### src/hdl/bmw_pkg.sv
// bmw_pkg: shared types and codes for the binary morphology window block.
// Holds the transfer payload structs, register indexes, mode codes and
// output queue sizing. No dependencies.
`default_nettype none

package bmw_pkg;

  typedef struct packed {
    logic command;
    logic pixel_in;
  } item_t;

  typedef struct packed {
    logic pixel_out;
    logic frame_end;
  } result_t;

  localparam logic CMD_FLUSH = 1'b1;

  localparam int CFG_IDX_W = 3;
  localparam logic [CFG_IDX_W-1:0] REG_MODE    = 3'd0;
  localparam logic [CFG_IDX_W-1:0] REG_ELEMENT = 3'd1;
  localparam logic [CFG_IDX_W-1:0] REG_CARE    = 3'd2;
  localparam logic [CFG_IDX_W-1:0] REG_WIDTH   = 3'd3;
  localparam logic [CFG_IDX_W-1:0] REG_HEIGHT  = 3'd4;

  localparam int MODE_W = 2;
  localparam logic [MODE_W-1:0] MODE_DILATE   = 2'd0;
  localparam logic [MODE_W-1:0] MODE_ERODE    = 2'd1;
  localparam logic [MODE_W-1:0] MODE_HIT_MISS = 2'd2;

  localparam int SIZE_W = 11;

  localparam int OUT_DEPTH = 4;
  localparam int OUT_PTR_W = 2;
  localparam int OUT_CNT_W = 3;

endpackage

`default_nettype wire

### src/hdl/binary_morphology_window.sv
// binary_morphology_window: streaming binary dilate / erode / hit-or-miss.
// Uses bmw_pkg, bmw_cell, bmw_line_mem and bmw_out_fifo.
//
// Usage:
//   item/item_valid/item_ready carry one pixel or one flush tick per transfer,
//   pixels in raster order. result/result_valid/result_ready return one
//   result pixel per position, in raster order, frame_end on the last one.
//   cfg_write/cfg_index/cfg_data write mode, element, care mask, width and
//   height; a size write restarts the frame. Write only while idle.
// Throughput: one item per cycle. A line store (one read and one write per
//   cycle) feeds a chain of column cells; each advance shifts the window.
// Results: the result for pixel (r,c) is computed in the cycle after the
//   transfer of pixel (r+D,c+D), D = WINDOW-1-(WINDOW-1)/2, and reaches the
//   result port in the cycle after that. After the last pixel, each transfer
//   (flush or pixel) releases one result. For frames of at most D rows the
//   window runs extra fill steps at frame end, with item_ready low.
// Stall: a four-entry result queue absorbs receiver stalls; until the last
//   pixel, item_ready drops only when the queue cannot take another result.
// Reset: registers return to their defaults and all counters clear. The
//   line store needs no clearing pass.
`default_nettype none

module binary_morphology_window #(
  parameter int WINDOW     = 3,
  parameter int MAX_WIDTH  = 1024,
  parameter int MAX_HEIGHT = 1024,
  localparam int CFG_W = (WINDOW * WINDOW > bmw_pkg::SIZE_W) ?
                         WINDOW * WINDOW : bmw_pkg::SIZE_W
) (
  input  logic                          clk,
  input  logic                          rst,
  input  logic                          item_valid,
  output logic                          item_ready,
  input  bmw_pkg::item_t                item,
  output logic                          result_valid,
  input  logic                          result_ready,
  output bmw_pkg::result_t              result,
  input  logic                          cfg_write,
  input  logic [bmw_pkg::CFG_IDX_W-1:0] cfg_index,
  input  logic [CFG_W-1:0]              cfg_data
);

  localparam int CTR   = (WINDOW - 1) / 2;
  localparam int AHEAD = WINDOW - 1 - CTR;
  localparam int S     = 2 * AHEAD + 1;
  localparam int LINES = 2 * AHEAD;
  localparam int NB    = WINDOW * WINDOW;
  localparam int FW_W  = $clog2(MAX_WIDTH + 1);
  localparam int FH_W  = $clog2(MAX_HEIGHT + 1);
  localparam int COL_W = $clog2(MAX_WIDTH);
  localparam int ROW_W = $clog2(MAX_HEIGHT);
  localparam int LAG_W = $clog2(AHEAD * MAX_WIDTH + AHEAD + 2);

  // configuration
  logic [bmw_pkg::MODE_W-1:0] mode;
  logic [NB-1:0]              element;
  logic [NB-1:0]              care;
  logic [FW_W-1:0]            frame_w;
  logic [FH_W-1:0]            frame_h;

  // frame control
  logic             all_in;
  logic [ROW_W-1:0] in_row;
  logic [COL_W-1:0] v_col;
  logic [COL_W-1:0] v_col_next;
  logic [LAG_W-1:0] lag_left;
  logic [ROW_W-1:0] out_row;
  logic [COL_W-1:0] out_col;
  logic             credit;

  // evaluation stage
  logic             st_valid;
  logic [ROW_W-1:0] e_row;
  logic [COL_W-1:0] e_col;
  logic             e_last;

  logic [bmw_pkg::OUT_CNT_W-1:0] fifo_count;

  logic [bmw_pkg::SIZE_W-1:0] size_v;
  logic [FW_W-1:0]            frame_w_cfg;
  logic [FH_W-1:0]            frame_h_cfg;
  logic [FW_W-1:0]            frame_w_next;
  logic [LAG_W-1:0]           lag_load;

  logic room, started, last_pix, last_center;
  logic consume, fill_step, acc, store, drain_acc, advance, emit;
  logic size_write, restart, pix;

  logic [S-1:0] col_new;
  logic [S-1:0] col_q  [S];
  logic [S-1:0] fm     [S];
  logic [S-1:0] row_ok;
  logic [S-1:0] col_ok;
  logic [NB-1:0] win;
  logic          dil;
  logic          border;
  logic          px;
  bmw_pkg::result_t push_data;

  // ---------------------------------------------------------------- control
  always_comb begin
    size_v      = cfg_data[bmw_pkg::SIZE_W-1:0];
    frame_w_cfg = (size_v == '0) ? FW_W'(1) :
                  ((int'(size_v) > MAX_WIDTH) ? FW_W'(MAX_WIDTH) : FW_W'(size_v));
    frame_h_cfg = (size_v == '0) ? FH_W'(1) :
                  ((int'(size_v) > MAX_HEIGHT) ? FH_W'(MAX_HEIGHT) : FH_W'(size_v));
    frame_w_next = (cfg_write && cfg_index == bmw_pkg::REG_WIDTH) ? frame_w_cfg : frame_w;
    lag_load     = LAG_W'(AHEAD * int'(frame_w_next) + AHEAD);

    room        = (int'(fifo_count) + int'(st_valid) + 1 <= bmw_pkg::OUT_DEPTH);
    started     = (lag_left == '0);
    last_pix    = (int'(in_row) == int'(frame_h) - 1) && (int'(v_col) == int'(frame_w) - 1);
    last_center = (int'(out_row) == int'(frame_h) - 1) &&
                  (int'(out_col) == int'(frame_w) - 1);

    consume    = all_in && started && credit && room;
    fill_step  = all_in && !started;
    item_ready = all_in ? (!credit || (consume && !last_center)) : room;
    acc        = item_valid && item_ready;
    store      = acc && !all_in && (item.command != bmw_pkg::CMD_FLUSH);
    drain_acc  = acc && all_in;
    advance    = store || fill_step || consume;
    emit       = advance && started;
    size_write = cfg_write &&
                 (cfg_index == bmw_pkg::REG_WIDTH || cfg_index == bmw_pkg::REG_HEIGHT);
    restart    = size_write || (emit && last_center);
    pix        = !all_in && item.pixel_in;

    if (restart) begin
      v_col_next = '0;
    end else if (advance) begin
      v_col_next = (int'(v_col) == int'(frame_w) - 1) ? '0 : v_col + COL_W'(1);
    end else begin
      v_col_next = v_col;
    end
  end

  always_ff @(posedge clk) begin
    if (rst) begin
      mode     <= bmw_pkg::MODE_DILATE;
      element  <= '1;
      care     <= '1;
      frame_w  <= FW_W'(MAX_WIDTH);
      frame_h  <= FH_W'(MAX_HEIGHT);
      all_in   <= 1'b0;
      in_row   <= '0;
      v_col    <= '0;
      lag_left <= LAG_W'(AHEAD * MAX_WIDTH + AHEAD);
      out_row  <= '0;
      out_col  <= '0;
      credit   <= 1'b0;
      st_valid <= 1'b0;
    end else begin
      if (cfg_write) begin
        case (cfg_index)
          bmw_pkg::REG_MODE:    mode    <= cfg_data[bmw_pkg::MODE_W-1:0];
          bmw_pkg::REG_ELEMENT: element <= cfg_data[NB-1:0];
          bmw_pkg::REG_CARE:    care    <= cfg_data[NB-1:0];
          bmw_pkg::REG_WIDTH:   frame_w <= frame_w_cfg;
          bmw_pkg::REG_HEIGHT:  frame_h <= frame_h_cfg;
          default: ;
        endcase
      end
      v_col    <= v_col_next;
      st_valid <= emit;
      if (restart) begin
        all_in   <= 1'b0;
        in_row   <= '0;
        lag_left <= lag_load;
        out_row  <= '0;
        out_col  <= '0;
        credit   <= 1'b0;
      end else begin
        if (store) begin
          if (last_pix) begin
            all_in <= 1'b1;
            in_row <= '0;
          end else if (int'(v_col) == int'(frame_w) - 1) begin
            in_row <= in_row + ROW_W'(1);
          end
        end
        if (store && last_pix) begin
          credit <= !emit;
        end else if (drain_acc) begin
          credit <= 1'b1;
        end else if (consume) begin
          credit <= 1'b0;
        end
        if (advance && !started) begin
          lag_left <= lag_left - LAG_W'(1);
        end
        if (emit) begin
          if (int'(out_col) == int'(frame_w) - 1) begin
            out_col <= '0;
            out_row <= out_row + ROW_W'(1);
          end else begin
            out_col <= out_col + COL_W'(1);
          end
        end
      end
    end
  end

  always_ff @(posedge clk) begin
    if (emit) begin
      e_row  <= out_row;
      e_col  <= out_col;
      e_last <= last_center;
    end
  end

  // ------------------------------------------------------ line store, cells
  if (LINES > 0) begin : g_lines
    logic [LINES-1:0] rd_data;

    bmw_line_mem #(
      .DEPTH (MAX_WIDTH),
      .WIDTH (LINES)
    ) u_line_mem (
      .clk   (clk),
      .we    (advance),
      .waddr (v_col),
      .wdata (col_new[S-1:1]),
      .raddr (v_col_next),
      .rdata (rd_data)
    );

    assign col_new = {pix, rd_data};
  end else begin : g_no_lines
    assign col_new = pix;
  end

  for (genvar j = 0; j < S; j++) begin : g_cell
    bmw_cell #(
      .S (S)
    ) u_cell (
      .clk        (clk),
      .shift      (advance),
      .col_in     ((j == 0) ? col_new : col_q[(j == 0) ? 0 : j - 1]),
      .row_ok     (row_ok),
      .col_ok     (col_ok[S-1-j]),
      .col_q      (col_q[j]),
      .col_masked (fm[S-1-j])
    );
  end

  // ------------------------------------------------------------- evaluation
  always_comb begin
    for (int i = 0; i < S; i++) begin
      row_ok[i] = (int'(e_row) + i >= AHEAD) &&
                  (int'(e_row) + i < int'(frame_h) + AHEAD);
      col_ok[i] = (int'(e_col) + i >= AHEAD) &&
                  (int'(e_col) + i < int'(frame_w) + AHEAD);
    end
    win = '0;
    dil = 1'b0;
    for (int er = 0; er < WINDOW; er++) begin
      for (int ec = 0; ec < WINDOW; ec++) begin
        win[er*WINDOW+ec] = fm[ec-CTR+AHEAD][er-CTR+AHEAD];
        dil = dil | (element[er*WINDOW+ec] & fm[CTR-ec+AHEAD][CTR-er+AHEAD]);
      end
    end
    border = (int'(e_row) < CTR) || (int'(e_col) < CTR) ||
             (int'(e_row) + AHEAD >= int'(frame_h)) ||
             (int'(e_col) + AHEAD >= int'(frame_w));
    case (mode)
      bmw_pkg::MODE_DILATE:   px = dil;
      bmw_pkg::MODE_ERODE:    px = fm[AHEAD][AHEAD] && ((win & element) == element);
      bmw_pkg::MODE_HIT_MISS: px = !border && (((win ^ element) & care) == '0);
      default:                px = 1'b0;
    endcase
    push_data.pixel_out = px;
    push_data.frame_end = e_last;
  end

  bmw_out_fifo u_out_fifo (
    .clk          (clk),
    .rst          (rst),
    .push         (st_valid),
    .push_data    (push_data),
    .result_valid (result_valid),
    .result_ready (result_ready),
    .result       (result),
    .count        (fifo_count)
  );

  // ------------------------------------------------------------- assertions
  a_credit_drain: assert property (@(posedge clk) disable iff (rst)
    credit |-> all_in)
    else $error("credit outside drain");

  a_queue_room: assert property (@(posedge clk) disable iff (rst)
    int'(fifo_count) + int'(st_valid) <= bmw_pkg::OUT_DEPTH)
    else $error("result queue overrun");

  a_drain_transfer: assert property (@(posedge clk) disable iff (rst)
    (acc && all_in && credit) |-> consume)
    else $error("drain transfer without consuming credit");

  a_fill_hold: assert property (@(posedge clk) disable iff (rst)
    (all_in && !started) |-> !item_ready)
    else $error("transfer taken during window fill");

  a_frame_wrap: assert property (@(posedge clk) disable iff (rst)
    (emit && last_center) |=> (!all_in && !credit && out_row == '0 && out_col == '0))
    else $error("counters not cleared after frame end");

endmodule

`default_nettype wire

### src/hdl/bmw_cell.sv
// bmw_cell: one window column of the shifting neighborhood chain.
// Holds a column of pixels, passes it to the next cell on each advance and
// presents it masked by frame validity. Depends on nothing.
`default_nettype none

module bmw_cell #(
  parameter int S = 3
) (
  input  logic         clk,
  input  logic         shift,
  input  logic [S-1:0] col_in,
  input  logic [S-1:0] row_ok,
  input  logic         col_ok,
  output logic [S-1:0] col_q,
  output logic [S-1:0] col_masked
);

  always_ff @(posedge clk) begin
    if (shift) begin
      col_q <= col_in;
    end
  end

  assign col_masked = col_q & row_ok & {S{col_ok}};

endmodule

`default_nettype wire

### src/hdl/bmw_line_mem.sv
// bmw_line_mem: line store, one word per image column.
// Single write port, one registered read port with write-first bypass.
// Depends on nothing.
`default_nettype none

module bmw_line_mem #(
  parameter int DEPTH = 1024,
  parameter int WIDTH = 2
) (
  input  logic                     clk,
  input  logic                     we,
  input  logic [$clog2(DEPTH)-1:0] waddr,
  input  logic [WIDTH-1:0]         wdata,
  input  logic [$clog2(DEPTH)-1:0] raddr,
  output logic [WIDTH-1:0]         rdata
);

  logic [WIDTH-1:0] mem [DEPTH];

  always_ff @(posedge clk) begin
    if (we) begin
      mem[waddr] <= wdata;
    end
    if (we && waddr == raddr) begin
      rdata <= wdata;
    end else begin
      rdata <= mem[raddr];
    end
  end

endmodule

`default_nettype wire

### src/hdl/bmw_out_fifo.sv
// bmw_out_fifo: small result queue between the window logic and the
// result channel. Uses bmw_pkg for the result struct and queue sizing.
`default_nettype none

module bmw_out_fifo (
  input  logic                         clk,
  input  logic                         rst,
  input  logic                         push,
  input  bmw_pkg::result_t             push_data,
  output logic                         result_valid,
  input  logic                         result_ready,
  output bmw_pkg::result_t             result,
  output logic [bmw_pkg::OUT_CNT_W-1:0] count
);

  bmw_pkg::result_t              slots [bmw_pkg::OUT_DEPTH];
  logic [bmw_pkg::OUT_PTR_W-1:0] wr_ptr;
  logic [bmw_pkg::OUT_PTR_W-1:0] rd_ptr;
  logic                          pop;

  assign result_valid = (count != '0);
  assign result       = slots[rd_ptr];
  assign pop          = result_valid && result_ready;

  always_ff @(posedge clk) begin
    if (push) begin
      slots[wr_ptr] <= push_data;
    end
  end

  always_ff @(posedge clk) begin
    if (rst) begin
      wr_ptr <= '0;
      rd_ptr <= '0;
      count  <= '0;
    end else begin
      if (push) begin
        wr_ptr <= wr_ptr + bmw_pkg::OUT_PTR_W'(1);
      end
      if (pop) begin
        rd_ptr <= rd_ptr + bmw_pkg::OUT_PTR_W'(1);
      end
      if (push && !pop) begin
        count <= count + bmw_pkg::OUT_CNT_W'(1);
      end else if (pop && !push) begin
        count <= count - bmw_pkg::OUT_CNT_W'(1);
      end
    end
  end

endmodule

`default_nettype wire

### config.mk
export PLATFORM = sky130hd
export DESIGN_NAME = binary_morphology_window
export DESIGN_NICKNAME = d
export VERILOG_FILES = /design/src/hdl/bmw_pkg.sv /design/src/hdl/binary_morphology_window.sv /design/src/hdl/bmw_cell.sv /design/src/hdl/bmw_line_mem.sv /design/src/hdl/bmw_out_fifo.sv
export SDC_FILE = /design/constraint.sdc
export NUM_CORES = 2
export LEC_CHECK = 0
export BUFFER_PORTS_ARGS = -buffer_cell sky130_fd_sc_hd__buf_2
export CORE_ASPECT_RATIO = 1.1
export CORE_MARGIN = 4
export CORE_UTILIZATION = 50
export DETAILED_ROUTE_END_ITERATION = 7
export GPL_ROUTABILITY_DRIVEN = 0
export PLACE_DENSITY = 0.76
export SYNTH_ARGS = -nofsm -noshare
export SYNTH_HDL_FRONTEND = slang
export SYNTH_SLANG_ARGS = --single-unit
### constraint.sdc
create_clock -name clk -period 30.8 [get_ports clk]
set_clock_uncertainty 0.15 [all_clocks]
set_input_delay 0 -clock clk [delete_from_list [all_inputs] [get_ports clk]]
set_output_delay 0 -clock clk [all_outputs]
set_load 0.02 [all_outputs]
==> flow_metrics.env <==
export IMPL_status="completed"
export IMPL_hold_violations=0
export IMPL_core_area_sq_um=186000
export IMPL_dp_final_hpwl_mm=117
export IMPL_drt_wl_total_mm=224
export IMPL_synthTopCellsByArea="edfxtp_1, mux4_2, nor2_1"
export IMPL_synth_edf_count=2086
export IMPL_antenna_found_initial=5
export IMPL_rsz0062_at_grt="false"
export IMPL_cts_root_buf="clkbuf_16"
export IMPL_drt_first_iter_violations=7653
export IMPL_die_y_microns=461
export IMPL_drtPass1Iterations=6
export IMPL_use_met3_pct=4.62
export IMPL_hold_ws_ns=0.0579
export IMPL_setup_violations=0
export IMPL_synth_area_leader_cell="edfxtp_1"
export IMPL_grt_pass1_wl_mm=337
export IMPL_overflow=0
export IMPL_cp_max_fo=299
export IMPL_synth_cells=5478
export IMPL_clock_latency_ns=0.86
export IMPL_drv_cap=0
export IMPL_yosys_most_used_dff="edfxtp_1"
export IMPL_ys_async_sr_fraction_pct=0
export IMPL_grt_start_max_net_pins=300
export IMPL_wl_per_cell_microns=27.9
export IMPL_die_area_sq_um=194000
export IMPL_relSlewSlack_pct=11.2
export IMPL_cts_tree="yes"
export IMPL_final_area_sq_um=103000
export IMPL_n_fill_cell=13500
export IMPL_initial_utilization_pct=50.2
export IMPL_cts_hold_buf=48
export IMPL_area_growth_syn_to_layout_pct=10.4
export IMPL_final_period_utilization_pct=31.9
export IMPL_leakagePower_nw=30.6
export IMPL_clock_path_buffers=3
export IMPL_groute_layer_met2_usage_pct=38.0
export IMPL_cp_arrival_ns=10.16
export IMPL_clkTransAtPathRegs_ns=0.06
export IMPL_via_count=50600
export IMPL_portBuffers=24
export IMPL_max_clock_freq_mhz=102
export IMPL_grt_use_total_pct=23.4
export IMPL_path_class="reg -> reg"
export IMPL_hp_class="in -> reg"
export IMPL_cp_start_kind="flop"
export IMPL_drc_errors=0
export IMPL_ys_ff_latch=2201
export IMPL_drtAntennaViolNets=0
export IMPL_final_nets=5542
export IMPL_grt_use_met1_pct=31.9
export IMPL_syn_area_sq_um=93400
export IMPL_syn_area_per_cell_sq_um=17.0
export IMPL_drive_gt1_share_pct=20.4
export IMPL_ys_seq_area_share_pct=69.6
export IMPL_min_period_ns=9.84
export IMPL_cts_max_level=4
export IMPL_synth_cell_type_count=78
export IMPL_crit_required_ns=31.13
export IMPL_grt_busiest_layer="met2"
export IMPL_numCtsBuffers=208
export IMPL_synth_warnings=0
export IMPL_cts_repair_timing_setup_buffer_count=0
export IMPL_crit_path_end_kind="flop"
export IMPL_fin_tns_setup_ns=0
export IMPL_synth_top_area_share_pct=67.1
export IMPL_slew_viol_final=0
export IMPL_placed_area_sq_um=95800
export IMPL_syn_nets=5598
export IMPL_viasPerCell=6.30
export IMPL_vdd_drop_max_v=0.0000521
export IMPL_cts_sinks=2201
export IMPL_cts_resized=0
export IMPL_num_rows=166
export IMPL_grt_pass1_vias=51500
export IMPL_io_pins=25
export IMPL_die_w_microns=420
export IMPL_power_density_nw_per_um2=66.6
export IMPL_tightest_slew_ns=1.33
## logic make-up after synthesis
| group | Yosys count | share of synthesized area (%) |
|---|---|---|
| AOI/OAI and AO/OA | 199 | 1.39 |
| xor gates and xnor gates | 146 | 1.47 |
| adders and majority gates | 109 | 1.44 |
| buffers and inverters | 493 | 2.08 |
| DFF | 2201 | 69.6 |
| muxes | 702 | 16.7 |
| and+or+nand+nor | 1628 | 7.35 |
## cell usage after synthesis (all sizes together), types with 18 or more instances
cell type and n:
xor2 51, inv 79, nor4 18, mux2i 18, a21oi 51, mux4 684, and2 21, nand2 148
xnor2 88, or3 19, buf 136, nor2b 21, and3 22, edfxtp 2086, nor3 35, o21ai 48
ha 98, nand2b 30, dfxtp 115, clkbuf 277, nor2 1158, nand3 82, nand4 29
## layer usage
metal / wire length, microns / vias to the layer above
met1: 82000 / 26200
met3: 23000 / 471
li1: - / 21100
met2: 111000 / 2783
met4: 8310 / 0
met5: 0 / -
## sequential cells by signal (all words and copies together) (netlist names), named ones only
| signal | flops |
|---|---|
| in_row | 10 |
| g_cell.u_cell.col_q | 9 |
| e_col | 10 |
| care | 9 |
| out_col | 10 |
| st_valid | 1 |
| out_row | 10 |
| element | 9 |
| frame_h | 11 |
| lag_left | 11 |
| mode | 2 |
| g_lines.u_line_mem.mem | 2048 |
| v_col | 10 |
| e_row | 10 |
| u_out_fifo.count | 3 |
| frame_w | 11 |
| credit | 1 |
| e_last | 1 |
| u_out_fifo.wr_ptr | 2 |
| all_in | 1 |
| u_out_fifo.slots | 8 |
| u_out_fifo.rd_ptr | 2 |
## per-stage QoR
step	cells	util, %	setup slack [ns]	power, mW
final	8031	55.4	20.96	6.86
after global routing	8030	55.4	20.24	7.08
after CTS	8029	55.4	20.97	6.88
after detailed placement	7600	51.5	21.01	4.35
after global placement	7599	51.5	21.12	4.33
after floorplan	5478	-	0.231	4.22
## area by class of cell
| cell class | count | area [sq um] | share of cell area, % |
|---|---|---|---|
| Antenna cell | 2 | 5.00 | 0.00486 |
| Clock buffer | 247 | 5470 | 5.30 |
| Clock inverter | 134 | 1340 | 1.30 |
| Inverter | 80 | 300 | 0.291 |
| Multi-Input combinational cell | 2784 | 26700 | 25.9 |
| Sequential cell | 2201 | 65000 | 63.0 |
| Tap cell | 2436 | 3050 | 2.96 |
| Timing Repair Buffer | 147 | 1230 | 1.19 |
## cell usage in the layout, fill, tap and decap left out, types with 20 or more instances in the layout
cell type      instances
clkbuf_16            212
and2_1                20
clkbuf_1              32
ha_1                  98
mux4_2               683
dfxtp_1              109
xor2_1                51
and3_1                22
dlygate4sd3_1         48
nand4_1               29
bufinv_16             24
edfxtp_1            2086
xnor2_1               88
nand2_1              148
clkinv_1              52
buf_4                 70
inv_1                 77
o21ai_0               44
buf_2                 24
nand3_1               67
clkinv_2              37
nor3_1                35
a21oi_1               50
nor2_1              1157
## final timing paths
check / from / endpoint / slack, ns / cells past startpoint
worst max-delay path: flop / g_lines.u_line_mem.mem[329][0] / 20.96 / 12
worst min-delay path: cfg_data[1] / frame_h[1] / 0.06 / 6
worst max register to register: flop / g_lines.u_line_mem.mem[329][0] / 20.96 / 12
worst min register to register: g_cell[1].u_cell.col_q[1] / g_cell[2].u_cell.col_q[1] / 0.29 / 0
## report_power, final
group          leakage (nW)  switching, mW  total [mW]  internal, mW
Clock                  3.33           1.11        2.57          1.47
Combinational          7.64          0.463       0.859         0.396
Sequential             19.6         0.0218        3.43          3.41
## critical path, cell delays in order (launching register included)
cell and delay [ns]:
dfxtp_4 0.88, buf_12 0.73, buf_4 0.72, buf_4 0.67, buf_4 0.77, mux4_2 0.61, mux4_2 0.48, mux4_2 0.52
mux4_2 0.59, mux4_4 1.16, buf_4 0.59, buf_12 0.47, buf_4 0.54
Power figures use the tool's default switching activity.
